<file path="src/hdl/swm_pkg.sv">
// swm_pkg: shared constants, types and helpers for the 2-D sliding-window minimum core.
// Used by swm_line_bank, swm_min_tree and sliding_window_2d_minimum_core; no dependencies.
`default_nettype none

package swm_pkg;

    localparam int DATA_W     = 32;
    localparam int SIDE_MAX   = 1024;
    localparam int WIN_MAX    = 16;

    localparam int COORD_W    = $clog2(SIDE_MAX);      // row / column counter
    localparam int SIDE_W     = COORD_W + 1;           // frame_side register
    localparam int SLOT_W     = $clog2(WIN_MAX);       // line-store slot, tree depth
    localparam int WIN_W      = SLOT_W + 1;            // window_side register

    localparam int CFG_IDX_W  = 1;
    localparam int CFG_DATA_W = SIDE_W;

    // tag pipeline positions: column minimum and window minimum leave their trees here
    localparam int COL_STAGE  = 1 + SLOT_W;
    localparam int ROW_STAGE  = 1 + 2 * SLOT_W;

    typedef enum logic [CFG_IDX_W-1:0] {
        REG_FRAME_SIDE  = 1'b0,
        REG_WINDOW_SIDE = 1'b1
    } cfg_reg_t;

    typedef logic [WIN_MAX-1:0][DATA_W-1:0] lane_vec_t;

    // per-item control that rides along with the data pipeline
    typedef struct packed {
        logic valid;
        logic row_ok;
        logic col_ok;
        logic last;
    } tag_t;

    // two's complement compare
    function automatic logic is_less(input logic [DATA_W-1:0] a, input logic [DATA_W-1:0] b);
        return $signed(a) < $signed(b);
    endfunction

endpackage

`default_nettype wire

</file>
<file path="src/hdl/swm_min_tree.sv">
// swm_min_tree: binary minimum tree over WIN_MAX masked lanes with a register at every level.
// Depends on swm_pkg. Advances on en.
`default_nettype none

module swm_min_tree (
    input  wire logic                        clk,
    input  wire logic                        en,
    input  wire swm_pkg::lane_vec_t          lane_value,
    input  wire logic [swm_pkg::WIN_MAX-1:0] lane_keep,
    output logic      [swm_pkg::DATA_W-1:0]  min_value
);

    // heap numbering: node 1 is the root, children of node i are 2i and 2i+1
    logic [swm_pkg::DATA_W-1:0] node_val  [1:swm_pkg::WIN_MAX-1];
    logic                       node_keep [1:swm_pkg::WIN_MAX-1];

    for (genvar i = 1; i < swm_pkg::WIN_MAX; i++)
    begin : g_node
        logic [swm_pkg::DATA_W-1:0] a_val;
        logic [swm_pkg::DATA_W-1:0] b_val;
        logic                       a_keep;
        logic                       b_keep;
        logic                       take_b;
        logic [swm_pkg::DATA_W-1:0] val_reg;
        logic                       keep_reg;

        if (2 * i >= swm_pkg::WIN_MAX)
        begin : g_leaf
            assign a_val  = lane_value[2 * i - swm_pkg::WIN_MAX];
            assign b_val  = lane_value[2 * i + 1 - swm_pkg::WIN_MAX];
            assign a_keep = lane_keep[2 * i - swm_pkg::WIN_MAX];
            assign b_keep = lane_keep[2 * i + 1 - swm_pkg::WIN_MAX];
        end
        else
        begin : g_inner
            assign a_val  = node_val[2 * i];
            assign b_val  = node_val[2 * i + 1];
            assign a_keep = node_keep[2 * i];
            assign b_keep = node_keep[2 * i + 1];
        end

        assign take_b = b_keep && (!a_keep || swm_pkg::is_less(b_val, a_val));

        always_ff @(posedge clk)
        begin
            if (en)
            begin
                val_reg  <= take_b ? b_val : a_val;
                keep_reg <= a_keep | b_keep;
            end
        end

        assign node_val[i]  = val_reg;
        assign node_keep[i] = keep_reg;
    end

    assign min_value = node_val[1];

endmodule

`default_nettype wire

</file>
<file path="config.mk">
export PLATFORM = sky130hd
export DESIGN_NAME = swm_min_tree
export DESIGN_NICKNAME = d
export VERILOG_FILES = /design/src/hdl/swm_pkg.sv /design/src/hdl/swm_min_tree.sv
export SDC_FILE = /design/constraint.sdc
export NUM_CORES = 1
export LEC_CHECK = 0
export BUFFER_PORTS_ARGS = -buffer_cell sky130_fd_sc_hd__buf_2
export CAP_MARGIN = 20
export CELL_PAD_IN_SITES_DETAIL_PLACEMENT = 1
export CELL_PAD_IN_SITES_GLOBAL_PLACEMENT = 2
export CORE_MARGIN = 10
export CORE_UTILIZATION = 36
export DETAILED_ROUTE_END_ITERATION = 8
export MAX_ROUTING_LAYER = met4
export PLACE_DENSITY = 0.78
export SKIP_LAST_GASP = 1
export SYNTH_ARGS = -nofsm -noshare
export SYNTH_HDL_FRONTEND = slang
export SYNTH_SLANG_ARGS = --single-unit
</file>
<file path="constraint.sdc">
create_clock -name clk -period 2.9 [get_ports clk]
set_input_delay 0.145 -clock clk [delete_from_list [all_inputs] [get_ports clk]]
set_output_delay 0.145 -clock clk [all_outputs]
set_load 0.1 [all_outputs]
</file>
==> results.sh <==
export IMPL_cpPeakStageDelay_ns=0.89
export IMPL_wl_per_cell_um=22.7
export IMPL_drive_gt1_share_pct=23.6
export IMPL_dp_hpwl_um=104000
export IMPL_layout_setup_ws_ns=0.0324
export IMPL_largest_register_ffs=192
export IMPL_fin_crit_sh_pct=98.9
export IMPL_drv_cap=0
export IMPL_crit_buf_inv=3
export IMPL_cts_buffer_depth=3
export IMPL_ys_types=56
export IMPL_syn_cell_area_mm2=0.0374
export IMPL_root_buffer="clkbuf_16"
export IMPL_final_common_cell="buf_2"
export IMPL_antenna_found_initial=10
export IMPL_relSlewSlack_pct=30.0
export IMPL_clk_pin_slew_ns=0.07
export IMPL_drt_iter0_drc=2280
export IMPL_gr_total_overflow=0
export IMPL_final_cell_mix="buf_2 (560), inv_1 (498), edfxtp_1 (494)"
export IMPL_required_ns=3.19
export IMPL_ys_flop_type="edfxtp_1"
export IMPL_syn_num_nets=4671
export IMPL_clkLatencyLatePin_ns=0.64
export IMPL_cts_buffers=57
export IMPL_nNetsFinal=5580
export IMPL_p_leak_nw=20.5
export IMPL_slowest_stage="o311ai_0"
export IMPL_cts_max_level=2
export IMPL_use_met1_pct=29.9
export IMPL_critPathMaxFanout=32
export IMPL_power_mw=26.4
export IMPL_hold_ws_ns=0.0250
export IMPL_met2_usage_pct=38.0
export IMPL_r2r_cells=10
export IMPL_area_growth_pct=29.5
export IMPL_path_depth=10
export IMPL_hp_class="input port to flop"
export IMPL_die_w_um=342
export IMPL_p_per_area_mw_per_mm2=546
export IMPL_final_max_slew_violation_count=0
export IMPL_dp_slack_ns=-0.259
export IMPL_synth_async_reset_ratio_pct=0
export IMPL_drc_errors=0
export IMPL_vias=34100
export IMPL_status="complete, no violations"
export IMPL_portBuffers=561
export IMPL_startpoint_type="input port"
export IMPL_grt_first_pass_wirelength_um=210000
export IMPL_crit_type="input port to flop"
export IMPL_report_final_hold_viol_count=0
export IMPL_drtPass1Iterations=5
export IMPL_initial_core_util_pct=36.2
export IMPL_gp_congestion=0.863
export IMPL_setup_violations=0
export IMPL_synth_edf_count=494
export IMPL_min_path_cells=1
export IMPL_die_area_mm2=0.117
export IMPL_tightest_slew_ns=1.04
export IMPL_grt_max_degree=82
export IMPL_drtAntennaViolNets=0
export IMPL_cts_tree="built"
export IMPL_fin_crit_ns=2.87
export IMPL_ff2ff_setup_slack_ns=0.09
export IMPL_finalWirelength_um=137000
export IMPL_max_freq_ghz=0.349
export IMPL_grt_pass1_vias=35800
export IMPL_crit_arrival_ns=3.16
export IMPL_cts_sinks=494
export IMPL_crit_family="compound AO/OA/AOI/OAI gates"
export IMPL_busiest_layer="met2"
export IMPL_use_met3_pct=2.94
export IMPL_syn_area_per_cell_um2=10.2
export IMPL_end_kind="flop"
export IMPL_num_rows=118
export IMPL_fp_dieH_um=342
export IMPL_core_mm2=0.103
export IMPL_yosysSeqAreaShare_pct=39.7
export IMPL_syn_inst=3676
export IMPL_ios=562
export IMPL_ir_drop_uv=500
export IMPL_vias_per_cell=5.67
export IMPL_crit_chain="dlygate4sd3_1 -> buf_2 -> ha_1 -> and2_1 -> o2111ai_1 -> o21ai_1 -> a31oi_2 -> o211a_1 -> buf_12 -> o311ai_0"
export IMPL_fin_skew_ns=0.0438
export IMPL_ys_ff_latch=494
export IMPL_grt_total_usage_pct=23.0
export IMPL_rsz0062_at_grt="yes"
export IMPL_synth_warning_count=0
-- per-layer routing --
layer | wire (µm) | share of wire (%)
met1 | 61600 | 45
met3 | 6170 | 4.5
met2 | 66300 | 48
met4 | 2690 | 2.0
met5 | 0 | 0
-- cells by family (layout without fill, tap and decap cells) --
logic type / after synthesis / in the layout / synth area share (%)
compound gates: 1137 / 1137 / 24.1
buf+inv: 741 / 1697 / 7.79
simple gates: 715 / 715 / 8.28
flops: 494 / 494 / 39.7
fa+ha+maj: 465 / 465 / 15.6
mux: 124 / 124 / 4.61
other cells: 0 / 11 / 0
-- through the flow --
step | TNS (ns) | cell area (µm²) | instances | utilization (%)
3_3_place_gp | -0.368 | 43300 | 5599 | 41.9
6_report | 0 | 48400 | 6023 | 46.9
4_1_cts | -0.0439 | 48100 | 6002 | 46.5
2_1_floorplan | 0 | 37400 | 3676 | -
5_1_grt | -0.267 | 48400 | 6022 | 46.9
3_5_place_dp | -0.831 | 43300 | 5599 | 41.9
-- worst register-to-register path: stages, from the launching register on --
cell,delay (ns)
edfxtp_1,0.37
inv_1,0.06
ha_1,0.35
nand4_1,0.19
nor2_1,0.09
a211oi_2,0.26
nand3_1,0.22
o311ai_4,0.32
buf_4,0.19
buf_6,0.16
mux2_2,0.36
-- where the power goes --
group / total [mW] / switching, mW / internal [mW]
logic: 9.21 / 5.46 / 3.75
clock network: 7.11 / 3.05 / 4.06
registers: 10.1 / 0.824 / 9.30
-- path summary, 6_finish.rpt --
kind,startpoint,endpoint
setup / recovery,lane_value[167],g_node[10].val_reg[9]$_DFFE_PP_
hold / removal,en,g_node[2].b_val[1]$_DFFE_PP_
setup reg to reg,g_node[10].val_reg[27]$_DFFE_PP_,g_node[2].b_val[26]$_DFFE_PP_
hold reg to reg,g_node[14].val_reg[17]$_DFFE_PP_,g_node[3].b_val[17]$_DFFE_PP_
-- cells in the mapped netlist (14+ instances only) --
cell type | instances | share of area, %
clkbuf_1 | 198 | 2.0
or2_2 | 14 | 0.23
mux2_4 | 87 | 3.5
a211o_1 | 24 | 0.56
mux2_2 | 37 | 1.1
a21oi_1 | 159 | 2.1
o21ai_0 | 73 | 0.98
nand4_1 | 40 | 0.67
a211oi_1 | 18 | 0.36
o2111ai_1 | 364 | 8.5
nand2b_1 | 30 | 0.50
o311ai_1 | 25 | 0.59
edfxtp_1 | 494 | 40
buf_2 | 33 | 0.44
nor2_1 | 53 | 0.53
nand2_1 | 491 | 4.9
ha_1 | 465 | 16
inv_1 | 498 | 5.0
nand3_1 | 33 | 0.44
a21o_1 | 53 | 1.1
o311ai_0 | 327 | 7.7
a31oi_1 | 25 | 0.42
-- layout make-up --
class                   count  area (µm²)
flip-flops and latches    494       14800
inverters                 498        1870
fillers                 11600       54900
repair buffers           1093        8050
clock buffers              68        1470
clock inverters            38         355
well taps                1380        1730
diodes                     11        27.5
multi-input cells        2441       20100
-- repair_timing --
item / 4_1_cts / 5_1_grt
endpoints found under the setup margin: 34 / 152
cloned: 0 / 4
hold buffers: 297 / 0
pin swaps: 0 / 18
hold endpoints to repair: 227 / 0
resized for setup: 4 / 57
setup buffers: 0 / 6
No activity file was read; power rests on OpenSTA's default activity.
